### config.mk
export PLATFORM = sky130hd
export DESIGN_NAME = slt_ram
export DESIGN_NICKNAME = d
export VERILOG_FILES = /design/src/rtl/slt_ram.sv
export SDC_FILE = /design/constraint.sdc
export NUM_CORES = 1
export LEC_CHECK = 0
export BUFFER_PORTS_ARGS = -buffer_cell sky130_fd_sc_hd__buf_4
export CAP_MARGIN = 20
export CORE_MARGIN = 2
export CORE_UTILIZATION = 30
export DETAILED_ROUTE_END_ITERATION = 12
export PLACE_DENSITY = 0.54
export SYNTH_ARGS = -nofsm -noshare
export SYNTH_HDL_FRONTEND = slang
export SYNTH_SLANG_ARGS = --single-unit
export TNS_END_PERCENT = 30
### constraint.sdc
create_clock -name clk -period 9 [get_ports clk]
set_input_delay 2.25 -clock clk [delete_from_list [all_inputs] [get_ports clk]]
set_output_delay 2.25 -clock clk [all_outputs]
set_load 0.005 [all_outputs]
### src/rtl/slt_ram.sv
// Simple dual-port synchronous RAM with one write port and one registered read port.
// Used for the busy bitmap rows and for the slot values; no dependencies.
module slt_ram #(
    parameter int WIDTH  = 32,
    parameter int DEPTH  = 32,
    parameter int ADDR_W = (DEPTH > 1) ? $clog2(DEPTH) : 1
) (
    input  logic              clk,
    input  logic              we,
    input  logic [ADDR_W-1:0] waddr,
    input  logic [WIDTH-1:0]  wdata,
    input  logic [ADDR_W-1:0] raddr,
    output logic [WIDTH-1:0]  rdata
);

    logic [WIDTH-1:0] mem_reg [DEPTH];
    logic [WIDTH-1:0] rdata_reg;

    always_ff @(posedge clk)
    begin
        if (we)
        begin
            mem_reg[waddr] <= wdata;
        end
        rdata_reg <= mem_reg[raddr];
    end

    assign rdata = rdata_reg;

endmodule

==> results.rst <==
.. list-table::
   :header-rows: 1

   * - Metric
     - Value
   * - Max Cap Violations
     - 0
   * - Final core utilization
     - 34.9%
   * - Post-CTS setup-driven buffer insertion count
     - 0
   * - Clock tree from TritonCTS
     - built
   * - IO Port Bufs
     - 75
   * - Gpl congestion
     - 0.735
   * - Count of endpoints failing hold in the final timing report
     - 0
   * - Worst path bufs/invs
     - 2
   * - Worst slack after detailed placement
     - 3.92 ns
   * - Cell Pwr Density
     - 222 mW/mm^2
   * - Number of primary I/O pins
     - 76
   * - Startpoint kind of the worst setup timing path
     - input port
   * - Cell family contributing the most delay on the critical path
     - buffers and inverters
   * - Drt first-iter violations
     - 1886
   * - Clock edge transition at the registers on the reported setup and hold paths
     - 0.06 ns
   * - Kind of capture point of the worst setup path
     - flop
   * - Largest stage delay on the critical path
     - 0.84 ns
   * - Maximum clock rate
     - 0.229 GHz
   * - Number of cells on the critical path
     - 7
   * - Via-per-instance ratio
     - 4.95
   * - Share of the clock period used by the worst path after layout
     - 48.4%
   * - Fin. max-slew vios
     - 0
   * - Largest net degree at the start of global routing
     - 129
   * - Critical R2R Capture
     - rdata[12]
   * - Mapped cell area
     - 0.0405 sq mm
   * - Global Route Usage Sum
     - 15.2%
   * - Die Y
     - 371 microns
   * - Standard cell with the maximum stage delay on the critical path
     - buf_4
   * - Worst-case setup margin in the final layout
     - 4.64 ns
   * - Worst Hold Class
     - reg2reg
   * - Internal reg-to-reg setup slack
     - 7.43 ns
   * - Number of flip-flops under the largest register name
     - 1024
   * - Worst rel slew slack
     - 27.5%
   * - Clock sink total
     - 1056
   * - Crit path arrival time
     - 4.80 ns
   * - Total core area
     - 0.134 sq mm
   * - Max Root-Sink Buffers
     - 3
   * - Mean instance size in the synthesized netlist
     - 17.9 sq um
   * - Clock latency on the worst-skew pair
     - 0.68 ns
   * - Reg-to-Reg Start
     - mem_reg[1][12]
   * - Share of post-route cells with drive strength above 1
     - 12.8%
   * - Initial antenna violation count
     - 5
   * - Number of distinct library cell variants in the gate-level netlist after synthesis
     - 25
   * - Data required time of the critical path
     - 9.44 ns
   * - Number of hold-repair buffers added at the cts stage
     - 0
   * - Grt met1 use
     - 20.5%
   * - Worst Hold Launch
     - mem_reg[26][3]
   * - Total Nets Final
     - 2404
   * - Routed Wire Length
     - 107000 microns
   * - Synth Instances
     - 2260
   * - Synth-to-layout area growth
     - 15.1%
   * - DR vias
     - 20860
   * - Most utilized layer in the global route result
     - met2
   * - Number of warnings issued by yosys
     - 0
   * - Clk_skew
     - 0.0217 ns
   * - Slew @ Worst Pin
     - 1.09 ns
   * - Floorplan row count
     - 134
   * - Final worst path period need
     - 4.36 ns
   * - Critical path start-end classification
     - in2reg
   * - RSZ-0062 raised after global routing
     - no
   * - Most frequent cell on the critical path
     - buf_4
   * - Number of CTS-inserted buffers
     - 103
   * - Count of instances resized after the clock tree is built
     - 0
   * - Number of optimization iterations in the first detailed-route pass
     - 6
   * - Met3 track demand over resource in global routing
     - 2.51%
   * - DRC errors left
     - 0
   * - Wire length of the first global-routing pass
     - 152000 microns
   * - Die extent in x
     - 371 microns
   * - Run status
     - finished clean
   * - Worst Hold Path EP
     - rdata[3]
   * - Sequential-to-total area share from yosys stat
     - 77.5%
   * - Via count of the first global-routing pass
     - 20939
   * - Residual antenna-violating net count after detailed routing
     - 0
   * - Commonest cells after routing, fill and taps aside
     - edfxtp_1 (1024), mux2i_1 (512), buf_4 (116)
   * - Worst Hold Path Cells
     - 4
   * - Setup-failing EPs final
     - 0
   * - Chain of cells forming the critical path
     - buf_4 > and2b_4 > buf_4 > a22o_1 > nor3_1 > a31oi_1 > nand3_1
   * - Setup Total Neg Slack
     - 0 ns
   * - Max Fanout on Critical Path
     - 60
   * - Root Driver
     - clkbuf_16
   * - Register bit count reported by yosys
     - 1056
   * - ANT cells
     - 0
   * - Aggregate global routing overflow
     - 0
   * - Average wire per standard cell
     - 25.3 microns
   * - Worst Reg2Reg Path Length in Cells
     - 5
   * - Initial cell density of the core
     - 30.3%
   * - Post-Synthesis Net Count
     - 2304
   * - Count of H-tree levels built during CTS
     - 3
   * - Detailed placement HPWL
     - 53300 microns
   * - Met2 Use GR
     - 25.5%
   * - Cell leakage power
     - 0.0159 uW
   * - DIE AREA
     - 0.138 sq mm
   * - Most common library cell in the layout ignoring fill and taps
     - edfxtp_1
   * - Worst voltage drop across the vdd grid
     - 0.129 mV
cells in the mapped netlist:
cell type / n / area, sq um
a21oi_1: 96 / 480
a22o_1: 64 / 561
a22oi_1: 96 / 721
a31oi_1: 32 / 200
and2_1: 1 / 6.26
and2b_1: 1 / 7.51
buf_1: 5 / 18.8
buf_2: 26 / 130
buf_4: 33 / 248
buf_6: 15 / 169
clkbuf_1: 46 / 173
clkbuf_4: 2 / 15.0
dfxtp_1: 32 / 641
edfxtp_1: 1024 / 30700
mux2i_1: 512 / 5120
nand2_1: 98 / 368
nand2b_1: 2 / 12.5
nand3_1: 98 / 490
nand3b_1: 5 / 37.5
nor2_1: 34 / 128
nor2b_1: 1 / 6.26
nor3_1: 32 / 160
or2_2: 1 / 6.26
or3_1: 1 / 6.26
or3b_2: 3 / 26.3
where the power goes:
part / internal (uW) / leakage (uW) / switching [uW]
clock network: 2520 / 0.00166 / 1790
logic: 176 / 0.00472 / 343
registers: 5470 / 0.00949 / 27.1
total: 8160 / 0.0159 / 2160
logic make-up (layout without fill, tap and decap cells):
kind of cell,count (synthesis),after routing,share of synthesized area [%]
buffers and inverters,127,313,1.86
and+or+nand+nor,277,277,3.10
DFF,1056,1056,77.5
AOI/OAI and AO/OA,288,288,4.85
muxes,512,512,12.7
through the flow:
stage               hold WS [ns]  power [uW]  instances  area [sq um]
CTS                        0.615       10400       4214         46600
global route               0.659       10600       4214         46600
floorplan                  0.553        5870       2260         40500
global placement           0.584        6120       4023         43200
finish                     0.612       10300       4214         46600
detailed placement         0.600        6130       4023         43200
tightest hold or removal path: cells and delay by family, from the launching register on:
kind             cells  cell delay (ns)
and+or+nand+nor      3             0.21
DFF                  1             0.31
muxes                1             0.06
layer usage:
metal	vias to the layer above	wire length [microns]
met5	-	48
li1	9182	-
met1	10961	46600
met2	563	52100
met3	146	5830
met4	8	2100
how the worst max path moves through the flow:
stage	from	end	slack (ns)
final	raddr[2]	rdata[12]	4.64
after global routing	raddr[0]	rdata[12]	4.50
after CTS	raddr[0]	rdata[27]	4.63
after detailed placement	raddr[0]	rdata[27]	3.92
after global placement	raddr[0]	rdata[27]	3.96
after floorplan	waddr[1]	mem_reg[12][0]	4.32
final cells by class:
class	count	area (sq um)
well taps	1768	2210
clock buffers	127	2770
fillers	12400	87000
repair buffers	122	986
multi-input cells	1077	8610
flip-flops and latches	1056	31400
clock inverters	64	616
Power figures use the tool's default switching activity.
