File: src/rtl/slt_pkg.sv
// Shared types and constants for the slot table allocator.
// Used by the channel interfaces and every module of the block but slt_ram; depends on nothing.
package slt_pkg;

    localparam int SLOT_COUNT_DEF  = 1024;
    localparam int VALUE_WIDTH_DEF = 64;

    localparam int ACT_W      = 2;
    localparam int IDX_W      = 10;
    localparam int VAL_PORT_W = 64;
    localparam int ERR_W      = 2;

    localparam int ROW_W     = 32;
    localparam int ROW_BIT_W = 5;

    typedef enum logic [ACT_W-1:0] {
        ACT_ALLOC = 2'd0,
        ACT_FREE  = 2'd1,
        ACT_SET   = 2'd2,
        ACT_GET   = 2'd3
    } action_t;

    typedef enum logic [ERR_W-1:0] {
        ERR_NONE    = 2'd0,
        ERR_INVALID = 2'd1,
        ERR_FULL    = 2'd2
    } err_t;

    typedef struct packed {
        logic                  ok;
        logic [IDX_W-1:0]      slot;
        logic [VAL_PORT_W-1:0] value;
        err_t                  err;
    } result_t;

    typedef struct packed {
        logic valid;
        logic full;
    } flag_upd_t;

endpackage

File: src/rtl/slt_search.sv
// Row-full flags of the busy bitmap and a two-stage registered search for the
// lowest row that still has a free slot. Depends on slt_pkg.
module slt_search #(
    parameter int ROWS      = 32,
    parameter int ROW_IDX_W = (ROWS > 1) ? $clog2(ROWS) : 1
) (
    input  logic                     clk,
    input  logic                     rst_n,
    input  slt_pkg::flag_upd_t       upd,
    input  logic [ROW_IDX_W-1:0]     upd_row,
    output logic                     found,
    output logic [ROW_IDX_W-1:0]     free_row
);

    localparam int GRP       = 8;
    localparam int POS_W     = $clog2(GRP);
    localparam int GROUPS    = (ROWS + GRP - 1) / GRP;
    localparam int GRP_IDX_W = (GROUPS > 1) ? $clog2(GROUPS) : 1;
    localparam int PAD       = GROUPS * GRP;

    logic [ROWS-1:0]              full_reg;
    logic [PAD-1:0]               padded;
    logic [GROUPS-1:0]            grp_free;
    logic [POS_W-1:0]             grp_pos [GROUPS];
    logic [GROUPS-1:0]            grp_free_reg;
    logic [POS_W-1:0]             grp_pos_reg [GROUPS];
    logic                         found_next;
    logic [GRP_IDX_W+POS_W-1:0]   row_wide;
    logic                         found_reg;
    logic [ROW_IDX_W-1:0]         row_reg;

    always_comb
    begin
        padded = '1;
        padded[ROWS-1:0] = full_reg;
        for (int g = 0; g < GROUPS; g++)
        begin
            grp_free[g] = ~&padded[g*GRP +: GRP];
            grp_pos[g]  = '0;
            for (int j = GRP - 1; j >= 0; j--)
            begin
                if (!padded[g*GRP + j])
                begin
                    grp_pos[g] = POS_W'(j);
                end
            end
        end
    end

    always_comb
    begin
        found_next = |grp_free_reg;
        row_wide   = '0;
        for (int g = GROUPS - 1; g >= 0; g--)
        begin
            if (grp_free_reg[g])
            begin
                row_wide = {GRP_IDX_W'(g), grp_pos_reg[g]};
            end
        end
    end

    always_ff @(posedge clk or negedge rst_n)
    begin
        if (!rst_n)
        begin
            full_reg     <= '0;
            grp_free_reg <= '0;
            grp_pos_reg  <= '{default: '0};
            found_reg    <= 1'b0;
            row_reg      <= '0;
        end
        else
        begin
            if (upd.valid)
            begin
                full_reg[upd_row] <= upd.full;
            end
            grp_free_reg <= grp_free;
            grp_pos_reg  <= grp_pos;
            found_reg    <= found_next;
            row_reg      <= row_wide[ROW_IDX_W-1:0];
        end
    end

    assign found    = found_reg;
    assign free_row = row_reg;

endmodule

File: config.mk
export PLATFORM = sky130hd
export DESIGN_NAME = slt_search
export DESIGN_NICKNAME = d
export VERILOG_FILES = /design/src/rtl/slt_pkg.sv /design/src/rtl/slt_search.sv
export SDC_FILE = /design/constraint.sdc
export NUM_CORES = 1
export LEC_CHECK = 0
export ABC_CLOCK_PERIOD_IN_PS = 1000
export CAP_MARGIN = 10
export CORE_AREA = 2 2 69 71
export CTS_CLUSTER_DIAMETER = 50
export CTS_CLUSTER_SIZE = 24
export DETAILED_ROUTE_END_ITERATION = 10
export DIE_AREA = 0 0 71 73
export DONT_BUFFER_PORTS = 1
export MAX_ROUTING_LAYER = met4
export PLACE_DENSITY_LB_ADDON = 0.12
export SYNTH_ARGS = -nofsm -noshare
export SYNTH_HDL_FRONTEND = slang
export SYNTH_SLANG_ARGS = --single-unit
File: constraint.sdc
create_clock -name clk -period 1 [get_ports clk]
set_input_delay 0.05 -clock clk [delete_from_list [all_inputs] [get_ports clk]]
set_output_delay 0.05 -clock clk [all_outputs]
set_load 0.05 [all_outputs]
==> implementation parameters <==
Parameter                              Value

Clock network
  Latest clock arrival within the worst-skew pair ... 0.30 ns
  TritonCTS clock tree ... yes
  Clk root buf ... clkbuf_8
  Level count of the clock H-tree ... 2
  Clock net sink count ... 54
  Clock transition at the register clock pins on the worst setup and hold paths after CTS ... 0.09 ns
  Number of buffers created by CTS ... 5
  Maximum number of buffers from clock root to sink ... 2

Final layout
  Number of inserted diodes ... 0
  Most frequent standard cell in the layout excluding fill and tap cells ... dfrtp_1
  Final standard cell count with taps included and fillers excluded ... 283
  Fraction of layout cells with a size suffix above 1 ... 25.3%
  Count of nets after finishing ... 238
  Fillers ... 406
  Commonest non-fill, non-tap cells in the layout ... dfrtp_1, nand2_1, nor2_1
  Area growth from synthesis to final layout ... 8.98%
  Seq. cell area ... 1360 um2
  Largest register FFs ... 32
  Multi-input gate area ... 1050 um2
  Fin util ... 58.3%

Synthesis
  Cell taking the most area after synthesis ... dfrtp_1
  Number of warnings issued by yosys ... 0
  Instance count of the mapped netlist ... 225
  Proportion of synthesized chip area in sequential cells ... 55.7%
  Avg Synthesized Cell Area ... 10.8 um2
  Net count after synthesis ... 234
  Synth area leaders ... dfrtp_1, mux2_2, nand2_1, nor2_1, mux2_4
  Synth top area share ... 55.7%
  Mapped Area ... 2420 um2
  Number of unique standard cell types used by synthesis ... 26
  Post-synthesis register bit count ... 54

Routing
  Post-route met1 wirelength ... 2080 um
  Max layer used ... met4
  DR vias/cell ... 5.59
  Pre-Repair DR Iteration Count ... 4
  Iter 0 DRT Violations ... 87
  Total length of routed wires ... 4420 um
  Post-detailed-route DRC marker count ... 0
  DR WL met2 ... 2110 um
  Number of nets still failing antenna checks after routing ... 0
  Total vias in the final route ... 1583
  Routed len/inst ... 15.6 um
  Routed length on met3 ... 195 um

Timing
  Setup-failing EPs final ... 0
  Post-route minimum period ... 0.999 ns
  Highest clock rate ... 1000 MHz
  Worst hold slack after final layout ... -0.564 ns
  Final critical-path share of the clock period ... 99.9%
  Slew HR ... 70.7%
  RSZ-0062 raised after global routing ... yes
  Slew Viols, Final ... 0
  Tightest Pin Transition ... 0.440 ns
  Number of failing hold endpoints at the final stage ... 86
  Worst Skew ... 0.00792 ns

Critical path
  Worst setup path class ... flip-flop to flip-flop
  Endpoint type of the worst setup path ... flip-flop
  WP data arrival ... 1.20 ns
  Startpoint type of the worst setup path ... flip-flop
  CP required ... 1.20 ns
  CP max FO ... 6

Die
  I/O pin cnt ... 15
  Die Footprint ... 5180 um2
  Die height ... 73 um
  Core outline area ... 4540 um2
  Chip width ... 71 um
  Rows ... 25
  Initial Util ... 53.5%

Power and ir drop
  Leakage ... 1.14 nW
  Pwr dens ... 1840 nW/um2
  Largest vdd supply drop ... 1080 uV

Global routing
  GRT Resource Usage Total ... 19.7%
  Remaining global-route overflow ... 0
  Number of global-route vias before repair ... 1568
  Maximum number of pins on one net before global-route repair ... 55
  Global-route wire length before repair ... 7400 um
  Antenna violations before repair ... 0

Hold path
  Hold crit path type ... input port to asynchronous set/reset pin

Placed design
  Detailed placement HPWL ... 3080 um
  Final weighted congestion in routability-driven placement ... 0.800
  Number of buffers inserted by port buffering ... 0
  Cells after DPL ... 276

Flow run
  Number of maximum-capacitance constraint violations ... 0

Status
  Failing checks ... hold timing
  Outcome ... finished with violations
## cell families (layout without fill, tap and decap cells)
group	Yosys count	in the layout	share of synthesized area (%)
compound gates	32	32	8.31
flops	54	54	55.7
buf+inv	15	19	2.37
simple gates	96	96	19.7
mux	28	28	13.9
## cell usage after synthesis
| master | number |
|---|---|
| a31oi_1 | 8 |
| mux2_4 | 6 |
| o21ai_0 | 9 |
| nor3b_4 | 2 |
| nand2_1 | 36 |
| nand3b_1 | 5 |
| nor3_1 | 5 |
| nor2b_1 | 7 |
| nand3_1 | 2 |
| nor3b_2 | 2 |
| mux2_1 | 1 |
| a21oi_1 | 6 |
| or3b_1 | 1 |
| a31o_2 | 4 |
| and3b_1 | 2 |
| a22o_1 | 1 |
| dfrtp_1 | 54 |
| o31ai_1 | 2 |
| a221oi_1 | 2 |
| buf_2 | 1 |
| inv_1 | 9 |
| and3_1 | 1 |
| mux2_2 | 21 |
| nor2_1 | 32 |
| nor3_2 | 1 |
| clkbuf_1 | 5 |
## routing by layer
metal | up-vias | global-route usage [%]
li1 | 775 | -
met3 | 2 | 4.97
met2 | 31 | 30.9
met4 | 0 | 6.29
met1 | 775 | 25.3
met5 | - | -
## worst max-delay path, stage by stage (launching register included)
cell and delay [ns]:
dfrtp_2 0.47, nor2b_4 0.17, a221oi_2 0.07, o31ai_1 0.19
## repair_timing
action,in CTS,in global routing
endpoints found under the setup margin,4,10
pin swaps,2,3
buffers inserted,0,0
gates resized for setup,8,6
hold endpoints to repair,86,86
## per-stage QoR
stage / setup slack [ns] / area [um2] / setup TNS, ns / power [mW]
after global routing: -0.0657 / 2640 / -0.189 / 5.13
final: 0.000872 / 2640 / 0 / 4.87
after detailed placement: -0.0833 / 2490 / -0.234 / 3.46
after CTS: 0.00910 / 2630 / 0 / 4.93
after floorplan: 0.0137 / 2430 / 0 / 3.31
after global placement: -0.0210 / 2490 / -0.0512 / 3.42
## worst paths after layout
path                                            from                 endpoint  slack (ns)  cells after the start
setup / recovery           grp_free_reg[2]$_DFF_PN0_    free_row[2]$_DFF_PN0_      0.0009                      3
hold reg to reg            grp_pos_reg[11]$_DFF_PN0_    free_row[2]$_DFF_PN0_        0.47                      2
min in group clk                              upd[0]  full_reg[8]$_DFFE_PN0P_       -0.11                      1
hold / removal                                 rst_n  full_reg[2]$_DFFE_PN0P_       -0.56                      0
max in group asynchronous                      rst_n    free_row[4]$_DFF_PN0_        1.44                      0
setup reg to reg           grp_free_reg[2]$_DFF_PN0_    free_row[2]$_DFF_PN0_      0.0009                      3
## cell type report
cell class | count | area share [%]
Inverter | 9 | 1.28
Tap cell | 54 | 2.56
Sequential cell | 54 | 51.4
Timing Repair Buffer | 3 | 0.852
Multi-Input combinational cell | 156 | 39.6
Clock buffer | 6 | 3.13
Clock inverter | 1 | 1.14
## where the power goes
group          internal, mW  leakage (nW)  switching [mW]
Sequential             2.52         0.673           0.305
Combinational         0.350         0.413           0.248
Clock                 0.801        0.0573           0.643
Total                  3.67          1.14            1.20
(Power assumes the default switching activity.)
