<file path="src/rtl/slt_pkg.sv">
// Shared types and constants for the slot table allocator.
// Used by the channel interfaces and every module of the block but slt_ram; depends on nothing.
package slt_pkg;

    localparam int SLOT_COUNT_DEF  = 1024;
    localparam int VALUE_WIDTH_DEF = 64;

    localparam int ACT_W      = 2;
    localparam int IDX_W      = 10;
    localparam int VAL_PORT_W = 64;
    localparam int ERR_W      = 2;

    localparam int ROW_W     = 32;
    localparam int ROW_BIT_W = 5;

    typedef enum logic [ACT_W-1:0] {
        ACT_ALLOC = 2'd0,
        ACT_FREE  = 2'd1,
        ACT_SET   = 2'd2,
        ACT_GET   = 2'd3
    } action_t;

    typedef enum logic [ERR_W-1:0] {
        ERR_NONE    = 2'd0,
        ERR_INVALID = 2'd1,
        ERR_FULL    = 2'd2
    } err_t;

    typedef struct packed {
        logic                  ok;
        logic [IDX_W-1:0]      slot;
        logic [VAL_PORT_W-1:0] value;
        err_t                  err;
    } result_t;

    typedef struct packed {
        logic valid;
        logic full;
    } flag_upd_t;

endpackage

</file>
<file path="src/rtl/slt_if.sv">
// Request and response channel interfaces of the slot table allocator.
// Depends on slt_pkg for the field widths.
interface slt_req_if;
    logic                           valid;
    logic                           ready;
    logic [slt_pkg::ACT_W-1:0]      action;
    logic [slt_pkg::IDX_W-1:0]      slot_index;
    logic [slt_pkg::VAL_PORT_W-1:0] value_in;

    modport source (output valid, action, slot_index, value_in, input ready);
    modport sink (input valid, action, slot_index, value_in, output ready);
endinterface

interface slt_rsp_if;
    logic                           valid;
    logic                           ready;
    logic                           ok;
    logic [slt_pkg::IDX_W-1:0]      slot_out;
    logic [slt_pkg::VAL_PORT_W-1:0] value_out;
    logic [slt_pkg::ERR_W-1:0]      error_code;

    modport source (output valid, ok, slot_out, value_out, error_code, input ready);
    modport sink (input valid, ok, slot_out, value_out, error_code, output ready);
endinterface

</file>
<file path="src/rtl/slt_ctrl.sv">
// Request sequencer: decodes each request, reads and rewrites the bitmap and
// value memories, keeps the bump pointer and drives the response register.
// Depends on slt_pkg and the channel interfaces in slt_if.
module slt_ctrl #(
    parameter int SLOT_COUNT  = slt_pkg::SLOT_COUNT_DEF,
    parameter int VALUE_WIDTH = slt_pkg::VALUE_WIDTH_DEF
) (
    input  logic                 clk,
    input  logic                 rst_n,
    slt_req_if.sink              req,
    slt_rsp_if.source            rsp,
    output logic                 bm_we,
    output logic [((SLOT_COUNT + slt_pkg::ROW_W - 1) / slt_pkg::ROW_W > 1 ?
                   $clog2((SLOT_COUNT + slt_pkg::ROW_W - 1) / slt_pkg::ROW_W) : 1) - 1:0]
                                 bm_waddr,
    output logic [slt_pkg::ROW_W-1:0] bm_wdata,
    output logic [((SLOT_COUNT + slt_pkg::ROW_W - 1) / slt_pkg::ROW_W > 1 ?
                   $clog2((SLOT_COUNT + slt_pkg::ROW_W - 1) / slt_pkg::ROW_W) : 1) - 1:0]
                                 bm_raddr,
    input  logic [slt_pkg::ROW_W-1:0] bm_rdata,
    output logic                 vm_we,
    output logic [$clog2(SLOT_COUNT)-1:0] vm_waddr,
    output logic [VALUE_WIDTH-1:0] vm_wdata,
    output logic [$clog2(SLOT_COUNT)-1:0] vm_raddr,
    input  logic [VALUE_WIDTH-1:0] vm_rdata,
    output slt_pkg::flag_upd_t   upd,
    output logic [((SLOT_COUNT + slt_pkg::ROW_W - 1) / slt_pkg::ROW_W > 1 ?
                   $clog2((SLOT_COUNT + slt_pkg::ROW_W - 1) / slt_pkg::ROW_W) : 1) - 1:0]
                                 upd_row,
    input  logic                 srch_found,
    input  logic [((SLOT_COUNT + slt_pkg::ROW_W - 1) / slt_pkg::ROW_W > 1 ?
                   $clog2((SLOT_COUNT + slt_pkg::ROW_W - 1) / slt_pkg::ROW_W) : 1) - 1:0]
                                 srch_row
);

    localparam int RW        = slt_pkg::ROW_W;
    localparam int BW        = slt_pkg::ROW_BIT_W;
    localparam int ROWS      = (SLOT_COUNT + RW - 1) / RW;
    localparam int ROW_IDX_W = (ROWS > 1) ? $clog2(ROWS) : 1;
    localparam int SLOT_W    = $clog2(SLOT_COUNT);
    localparam int SA_W      = ROW_IDX_W + BW;
    localparam int BUMP_W    = $clog2(SLOT_COUNT + 1);
    localparam int CMP_A     = (SA_W > BUMP_W) ? SA_W : BUMP_W;
    localparam int CMP_W     = (CMP_A > slt_pkg::IDX_W) ? CMP_A : slt_pkg::IDX_W;
    localparam int LAST_BITS = SLOT_COUNT - (ROWS - 1) * RW;

    localparam logic [RW-1:0] LAST_MASK = (LAST_BITS >= RW) ? {RW{1'b1}} :
                                          RW'((64'd1 << LAST_BITS) - 64'd1);
    localparam logic [ROW_IDX_W-1:0] LAST_ROW  = ROW_IDX_W'(ROWS - 1);
    localparam logic [BUMP_W-1:0]    BUMP_FULL = BUMP_W'(SLOT_COUNT);

    typedef enum logic [2:0] {
        S_IDLE,
        S_BUMP,
        S_SRCH1,
        S_SRCH2,
        S_FIND,
        S_ACCESS,
        S_HOLD
    } state_t;

    state_t                   state_reg;
    logic [BUMP_W-1:0]        bump_reg;
    slt_pkg::action_t         act_reg;
    logic [CMP_W-1:0]         idx_reg;
    logic [VALUE_WIDTH-1:0]   val_reg;
    logic [ROW_IDX_W-1:0]     row_reg;
    logic [BW-1:0]            bit_reg;
    slt_pkg::result_t         res_reg;
    slt_pkg::result_t         out_reg;
    logic                     out_valid_reg;

    logic [CMP_W-1:0]         idx_ext;
    logic [CMP_W-1:0]         bump_ext;
    logic [CMP_W-1:0]         sel_ext;
    logic [CMP_W-1:0]         row_hi;
    logic [CMP_W-1:0]         bump_hi;
    logic [RW-1:0]            fill_mask;
    logic [RW-1:0]            range_mask;
    logic [RW-1:0]            row_live;
    logic [RW-1:0]            row_view;
    logic [BW-1:0]            find_bit;
    logic [BW-1:0]            wr_bit;
    logic [RW-1:0]            set_mask;
    logic [SA_W-1:0]          slot_sa;
    logic [CMP_W-1:0]         slot_wide;
    logic                     hit;
    logic                     done;
    logic                     out_free;
    logic                     out_load;
    slt_pkg::result_t         res_calc;

    assign idx_ext  = CMP_W'(req.slot_index);
    assign bump_ext = CMP_W'(bump_reg);
    assign sel_ext  = (req.action == slt_pkg::ACT_ALLOC) ? bump_ext : idx_ext;
    assign row_hi   = CMP_W'(row_reg);
    assign bump_hi  = bump_ext >> BW;

    // Bits at or above the bump pointer have never been written and read as free.
    always_comb
    begin
        if (row_hi < bump_hi)
        begin
            fill_mask = '1;
        end
        else if (row_hi == bump_hi)
        begin
            fill_mask = (RW'(1) << bump_ext[BW-1:0]) - RW'(1);
        end
        else
        begin
            fill_mask = '0;
        end
    end

    assign range_mask = (row_reg == LAST_ROW) ? LAST_MASK : '1;
    assign row_live   = bm_rdata & fill_mask;
    assign row_view   = row_live | ~range_mask;

    always_comb
    begin
        find_bit = '0;
        for (int i = RW - 1; i >= 0; i--)
        begin
            if (!row_view[i])
            begin
                find_bit = BW'(i);
            end
        end
    end

    assign wr_bit    = (state_reg == S_FIND) ? find_bit : bit_reg;
    assign set_mask  = RW'(1) << wr_bit;
    assign slot_sa   = {row_reg, wr_bit};
    assign slot_wide = CMP_W'(slot_sa);
    assign hit       = (idx_reg < bump_ext) && row_live[bit_reg];
    assign out_free  = !out_valid_reg || rsp.ready;
    assign out_load  = (done || (state_reg == S_HOLD)) && out_free;

    always_comb
    begin
        unique case (state_reg)
            S_IDLE:  bm_raddr = sel_ext[BW +: ROW_IDX_W];
            S_SRCH2: bm_raddr = srch_row;
            default: bm_raddr = row_reg;
        endcase
    end

    assign vm_raddr = idx_ext[SLOT_W-1:0];
    assign bm_waddr = row_reg;
    assign upd_row  = row_reg;
    assign vm_waddr = (state_reg == S_ACCESS) ? idx_reg[SLOT_W-1:0] : slot_sa[SLOT_W-1:0];

    always_comb
    begin
        bm_we    = 1'b0;
        bm_wdata = row_live | set_mask;
        vm_we    = 1'b0;
        vm_wdata = '0;
        upd      = '0;
        done     = 1'b0;
        res_calc = '0;
        unique case (state_reg)
            S_BUMP, S_FIND:
            begin
                bm_we         = 1'b1;
                vm_we         = 1'b1;
                upd.valid     = 1'b1;
                upd.full      = &(row_view | set_mask);
                done          = 1'b1;
                res_calc.ok   = 1'b1;
                res_calc.slot = slot_wide[slt_pkg::IDX_W-1:0];
            end
            S_SRCH2:
            begin
                if (!srch_found)
                begin
                    done         = 1'b1;
                    res_calc.err = slt_pkg::ERR_FULL;
                end
            end
            S_ACCESS:
            begin
                done = 1'b1;
                if (!hit)
                begin
                    res_calc.err = slt_pkg::ERR_INVALID;
                end
                else
                begin
                    res_calc.ok = 1'b1;
                    unique case (act_reg)
                        slt_pkg::ACT_FREE:
                        begin
                            bm_we     = 1'b1;
                            bm_wdata  = row_live & ~set_mask;
                            upd.valid = 1'b1;
                            upd.full  = 1'b0;
                        end
                        slt_pkg::ACT_SET:
                        begin
                            vm_we    = 1'b1;
                            vm_wdata = val_reg;
                        end
                        slt_pkg::ACT_GET:
                        begin
                            res_calc.value = slt_pkg::VAL_PORT_W'(vm_rdata);
                        end
                        slt_pkg::ACT_ALLOC:
                        begin
                        end
                    endcase
                end
            end
            default:
            begin
            end
        endcase
    end

    always_ff @(posedge clk or negedge rst_n)
    begin
        if (!rst_n)
        begin
            state_reg     <= S_IDLE;
            bump_reg      <= '0;
            act_reg       <= slt_pkg::ACT_ALLOC;
            idx_reg       <= '0;
            val_reg       <= '0;
            row_reg       <= '0;
            bit_reg       <= '0;
            res_reg       <= '0;
            out_reg       <= '0;
            out_valid_reg <= 1'b0;
        end
        else
        begin
            if (out_load)
            begin
                out_valid_reg <= 1'b1;
            end
            else if (out_valid_reg && rsp.ready)
            begin
                out_valid_reg <= 1'b0;
            end
            unique case (state_reg)
                S_IDLE:
                begin
                    if (req.valid)
                    begin
                        act_reg <= slt_pkg::action_t'(req.action);
                        idx_reg <= idx_ext;
                        val_reg <= req.value_in[VALUE_WIDTH-1:0];
                        row_reg <= sel_ext[BW +: ROW_IDX_W];
                        bit_reg <= sel_ext[BW-1:0];
                        if (req.action != slt_pkg::ACT_ALLOC)
                        begin
                            state_reg <= S_ACCESS;
                        end
                        else if (bump_reg != BUMP_FULL)
                        begin
                            state_reg <= S_BUMP;
                        end
                        else
                        begin
                            state_reg <= S_SRCH1;
                        end
                    end
                end
                S_SRCH1:
                begin
                    state_reg <= S_SRCH2;
                end
                S_SRCH2:
                begin
                    if (srch_found)
                    begin
                        row_reg   <= srch_row;
                        state_reg <= S_FIND;
                    end
                end
                S_BUMP:
                begin
                    bump_reg <= bump_reg + BUMP_W'(1);
                end
                S_HOLD:
                begin
                    if (out_free)
                    begin
                        out_reg   <= res_reg;
                        state_reg <= S_IDLE;
                    end
                end
                default:
                begin
                end
            endcase
            if (done)
            begin
                if (out_free)
                begin
                    out_reg   <= res_calc;
                    state_reg <= S_IDLE;
                end
                else
                begin
                    res_reg   <= res_calc;
                    state_reg <= S_HOLD;
                end
            end
        end
    end

    assign req.ready      = (state_reg == S_IDLE);
    assign rsp.valid      = out_valid_reg;
    assign rsp.ok         = out_reg.ok;
    assign rsp.slot_out   = out_reg.slot;
    assign rsp.value_out  = out_reg.value;
    assign rsp.error_code = out_reg.err;

endmodule

</file>
<file path="src/flat_wrapper.sv">
// flat-port wrapper written by rule: the top's interface ports become plain ports
module slt_ctrl_flat 
#(
    parameter int SLOT_COUNT  = slt_pkg::SLOT_COUNT_DEF,
    parameter int VALUE_WIDTH = slt_pkg::VALUE_WIDTH_DEF
)
  (clk, rst_n, bm_we, bm_waddr, bm_wdata, bm_raddr, bm_rdata, vm_we, vm_waddr, vm_wdata, vm_raddr, vm_rdata, upd, upd_row, srch_found, srch_row, req_valid, req_action, req_slot_index, req_value_in, req_ready, rsp_valid, rsp_ok, rsp_slot_out, rsp_value_out, rsp_error_code, rsp_ready);
  slt_req_if req_i ();
  slt_rsp_if rsp_i ();
  input  logic clk;
  input  logic rst_n;
  output logic bm_we;
  output logic [((SLOT_COUNT + slt_pkg::ROW_W - 1) / slt_pkg::ROW_W > 1 ?
                   $clog2((SLOT_COUNT + slt_pkg::ROW_W - 1) / slt_pkg::ROW_W) : 1) - 1:0] bm_waddr;
  output logic [slt_pkg::ROW_W-1:0] bm_wdata;
  output logic [((SLOT_COUNT + slt_pkg::ROW_W - 1) / slt_pkg::ROW_W > 1 ?
                   $clog2((SLOT_COUNT + slt_pkg::ROW_W - 1) / slt_pkg::ROW_W) : 1) - 1:0] bm_raddr;
  input  logic [slt_pkg::ROW_W-1:0] bm_rdata;
  output logic vm_we;
  output logic [$clog2(SLOT_COUNT)-1:0] vm_waddr;
  output logic [VALUE_WIDTH-1:0] vm_wdata;
  output logic [$clog2(SLOT_COUNT)-1:0] vm_raddr;
  input  logic [VALUE_WIDTH-1:0] vm_rdata;
  output slt_pkg::flag_upd_t upd;
  output logic [((SLOT_COUNT + slt_pkg::ROW_W - 1) / slt_pkg::ROW_W > 1 ?
                   $clog2((SLOT_COUNT + slt_pkg::ROW_W - 1) / slt_pkg::ROW_W) : 1) - 1:0] upd_row;
  input  logic srch_found;
  input  logic [((SLOT_COUNT + slt_pkg::ROW_W - 1) / slt_pkg::ROW_W > 1 ?
                   $clog2((SLOT_COUNT + slt_pkg::ROW_W - 1) / slt_pkg::ROW_W) : 1) - 1:0] srch_row;
  input wire logic [$bits(req_i.valid)-1:0] req_valid;
  input wire logic [$bits(req_i.action)-1:0] req_action;
  input wire logic [$bits(req_i.slot_index)-1:0] req_slot_index;
  input wire logic [$bits(req_i.value_in)-1:0] req_value_in;
  output wire logic [$bits(req_i.ready)-1:0] req_ready;
  output wire logic [$bits(rsp_i.valid)-1:0] rsp_valid;
  output wire logic [$bits(rsp_i.ok)-1:0] rsp_ok;
  output wire logic [$bits(rsp_i.slot_out)-1:0] rsp_slot_out;
  output wire logic [$bits(rsp_i.value_out)-1:0] rsp_value_out;
  output wire logic [$bits(rsp_i.error_code)-1:0] rsp_error_code;
  input wire logic [$bits(rsp_i.ready)-1:0] rsp_ready;
  assign req_i.valid = req_valid;
  assign req_i.action = req_action;
  assign req_i.slot_index = req_slot_index;
  assign req_i.value_in = req_value_in;
  assign req_ready = req_i.ready;
  assign rsp_valid = rsp_i.valid;
  assign rsp_ok = rsp_i.ok;
  assign rsp_slot_out = rsp_i.slot_out;
  assign rsp_value_out = rsp_i.value_out;
  assign rsp_error_code = rsp_i.error_code;
  assign rsp_i.ready = rsp_ready;
  slt_ctrl #(.SLOT_COUNT(SLOT_COUNT), .VALUE_WIDTH(VALUE_WIDTH)) u_core (.clk(clk), .rst_n(rst_n), .req(req_i), .rsp(rsp_i), .bm_we(bm_we), .bm_waddr(bm_waddr), .bm_wdata(bm_wdata), .bm_raddr(bm_raddr), .bm_rdata(bm_rdata), .vm_we(vm_we), .vm_waddr(vm_waddr), .vm_wdata(vm_wdata), .vm_raddr(vm_raddr), .vm_rdata(vm_rdata), .upd(upd), .upd_row(upd_row), .srch_found(srch_found), .srch_row(srch_row));
endmodule
</file>
<file path="config.mk">
export PLATFORM = sky130hd
export DESIGN_NAME = slt_ctrl_flat
export DESIGN_NICKNAME = d
export VERILOG_FILES = /design/src/rtl/slt_pkg.sv /design/src/rtl/slt_if.sv /design/src/rtl/slt_ctrl.sv /design/src/flat_wrapper.sv
export SDC_FILE = /design/constraint.sdc
export NUM_CORES = 1
export LEC_CHECK = 0
export ABC_AREA = 1
export BUFFER_PORTS_ARGS = -buffer_cell sky130_fd_sc_hd__buf_2
export CAP_MARGIN = 20
export CORE_MARGIN = 2
export CORE_UTILIZATION = 35
export DETAILED_ROUTE_END_ITERATION = 6
export PLACE_DENSITY = 0.59
export SETUP_SLACK_MARGIN = 0.3
export SLEW_MARGIN = 20
export SYNTH_ARGS = -nofsm -noshare
export SYNTH_HDL_FRONTEND = slang
export SYNTH_SLANG_ARGS = --single-unit
</file>
<file path="constraint.sdc">
create_clock -name clk -period 5.85 [get_ports clk]
set_input_delay 0.2925 -clock clk [delete_from_list [all_inputs] [get_ports clk]]
set_output_delay 0.2925 -clock clk [all_outputs]
set_load 0.01 [all_outputs]
</file>
==> flow_summary.yaml <==
place:
  pre_cts_ws_ps: 486
  globalplace.congestion: 0.986
  place_area_um2: 17200
  portBuffers: 395
  hpwlAfterDp_um: 38200
layout:
  largest_reg_flops: 77
  nFillCells: 4181
  multi_input_comb_area_um2: 7650
  design_area_um2: 20100
  layout-drive-gt1-share_pct: 29.2
  regArea_um2: 6390
  fin_nets: 2674
  syn2layout_area_growth_pct: 35.5
global_routing:
  grt_use_met1_pct: 31.4
  met2_usage_pct: 39.6
  grtUsageMet3_pct: 3.95
  antenna_found_initial: 2
  busiest_layer: "met2"
  grt_first_pass_wirelength_um: 83100
  grt_pass1_vias: 14800
  track_usage_pct: 23.7
  grt_max_degree: 153
  grt-ovfl-total: 0
drt:
  drt_wl_total_um: 53800
  first_pass_iters: 5
  drtIter0Drc: 1028
  vias: 15400
  via_per_inst: 5.07
  final_antenna_net_count: 0
  drcViolationCount: 0
  wl_per_cell_um: 17.7
cts:
  clk_latency_ps: 550
  cts_tree: "yes"
  cts_buffers: 30
  clk_pin_slew_ps: 60
  htree_levels: 1
  clock_path_buffers: 3
  root_buffer: "clkbuf_16"
  cts_sinks: 255
sta:
  setup_viol: 0
  grt_setup_unrepaired: "true"
  max_slew_margin_pct: 29.7
  drv_slew: 0
  tightest_slew_ps: 1050
  period_needed_ps: 5410
  min_period_over_period_pct: 92.5
  setup_slack_ps: 440
  hold_viol: 0
  fmax_mhz: 185
  skew_ps: 11.4
  tns_ps: 0
setup_path:
  path_delay_family: "simple AND/OR/NAND/NOR gates"
  cp.arrival_ps: 5120
  max_stage_delay_ps: 460
  critPathBufInv: 8
  path_class: "reg -> out"
  cp.required_ps: 5560
  endpoint_kind: "output port"
  crit_top_cell: "nand2_1"
  cp_slowest_cell: "dfrtp_2"
  crit_fanout: 13
  cp-start-kind: "register"
die:
  die_h_um: 210
  die-area_um2: 44100
  ios: 396
  core_um2: 41900
  die_w_um: 210
  start_util_pct: 35.4
  num_rows: 75
synthesis:
  syn-instance-count: 2014
  ys_ff_latch: 255
  yosys_warnings: 0
  post_synth_num_cell_types: 45
  yosysSeqAreaShare_pct: 43.0
  syn_nets: 2217
  synth_edf_count: 0
  syn-cell-area_um2: 14900
  synth_flop_cell: "dfrtp_1"
  synthArstFlopShare_pct: 100
  avgSynthCellArea_um2: 7.38
job:
  drv_cap: 0
hold_path:
  hold_path.class: "in -> reg"
power:
  power.density_nw_per_um2: 521
  p_leak_uw: 0.0100
  irDropWorstVdd_uv: 286
outcome:
  status: "finished, final reports clean"
synth_stat cells (10+ instances only):
cell type,instances,area share (%)
nand2_1,448,11
a211oi_1,35,1.8
inv_2,10,0.25
buf_4,16,0.81
nor2_2,17,0.72
o21ai_0,240,8.1
inv_1,215,5.4
mux2_2,33,2.5
nand4_1,24,1.0
clkbuf_1,94,2.4
ha_1,21,1.8
a21oi_1,112,3.8
nand3_1,115,3.9
dfrtp_1,255,43
nor3_1,11,0.37
nand3_2,11,0.74
nor2_1,237,6.0
xor2_1,10,0.59
worst reg2reg max path, delay by kind of cell (launching register included):
kind / cells / cell delay, ps
and+or+nand+nor: 11 / 1520
AOI/OAI and AO/OA: 5 / 1160
buffers and inverters: 5 / 1010
DFF: 1 / 460
adders and majority gates: 2 / 340
logic make-up after synthesis:
logic type,share of synthesized area [%]
multiplexers,2.84
buffers and inverters,9.51
AO/OA/AOI/OAI,17.3
adder cells (fa/ha/maj),1.77
XOR/XNOR,0.590
AND/OR/NAND/NOR,25.0
flip-flops,43.0
area by class of cell:
type / instances / share of cell area, %
antenna: 1 / 0.0124
clock buffer: 48 / 4.67
inverter: 227 / 4.31
multi-input combinational: 1406 / 38.0
sequential: 255 / 31.7
clock inverter: 8 / 0.821
timing repair buffer: 551 / 17.1
tap: 539 / 3.35
metrics by stage:
step	instances	utilization (%)	hold WS (ps)	power [uW]
2_1_floorplan	2014	-	-3.09	5980
5_1_grt	3035	48.0	11.9	11300
3_5_place_dp	2845	41.0	406	7700
6_report	3035	48.0	27.4	10500
3_3_place_gp	2845	41.0	399	7650
4_1_cts	2989	45.9	0.0119	9960
metal layers:
layer  vias to the layer above  part of all wire, %  wire [um]
li1                       7498                    -          -
met4                         2                  3.2       1710
met2                       477                   48      25700
met5                         -                0.020         11
met3                        92                  5.8       3130
met1                      7305                   43      23200
power by group:
| group | total, uW | switching [uW] | internal [uW] |
|---|---|---|---|
| Combinational | 5640 | 3650 | 1980 |
| Clock | 2040 | 729 | 1310 |
| Sequential | 2810 | 371 | 2440 |
| Total | 10500 | 4750 | 5730 |
cells in the final DEF (no fill, tap or decap), types with 10 or more instances in the layout:
cell type,netlist,final
a211oi_1,35,35
a21oi_1,112,111
buf_2,4,394
buf_4,16,67
clkbuf_16,0,31
clkbuf_8,0,10
dfrtp_1,255,250
dlygate4sd3_1,0,78
ha_1,21,15
inv_1,215,199
inv_2,10,21
mux2_2,33,33
nand2_1,448,408
nand2_2,7,40
nand3_1,115,100
nand3_2,11,21
nand4_1,24,24
nor2_1,237,213
nor2_2,17,16
nor2_4,2,27
nor3_1,11,10
o21ai_0,240,237
xor2_1,10,10
timing repair:
item | in CTS | in global routing
hold endpoints to repair | 179 | 1
pin swaps | 8 | 57
resized for setup | 23 | 142
setup buffers | 11 | 44
endpoints found under the setup margin | 28 | 35
hold buffers | 77 | 1
final timing paths:
kind / from / to / slack (ps) / cells past startpoint
worst max-delay path: u_core.bump_ext[0] / upd[0] / 440 / 36
worst min-delay path: req_slot_index[4] / u_core.idx_reg[4] / 30 / 3
worst max register to register: u_core.bump_ext[0] / u_core.rsp.value_out[50] / 1270 / 23
worst min register to register: u_core.res_reg[14] / u_core.res_reg[14] / 480 / 2
max in group asynchronous: rst_n / u_core.bump_ext[4] / 4030 / 3
min in group asynchronous: rst_n / u_core.rsp.value_out[48] / 370 / 2
No activity file was read; power rests on OpenSTA's default activity.
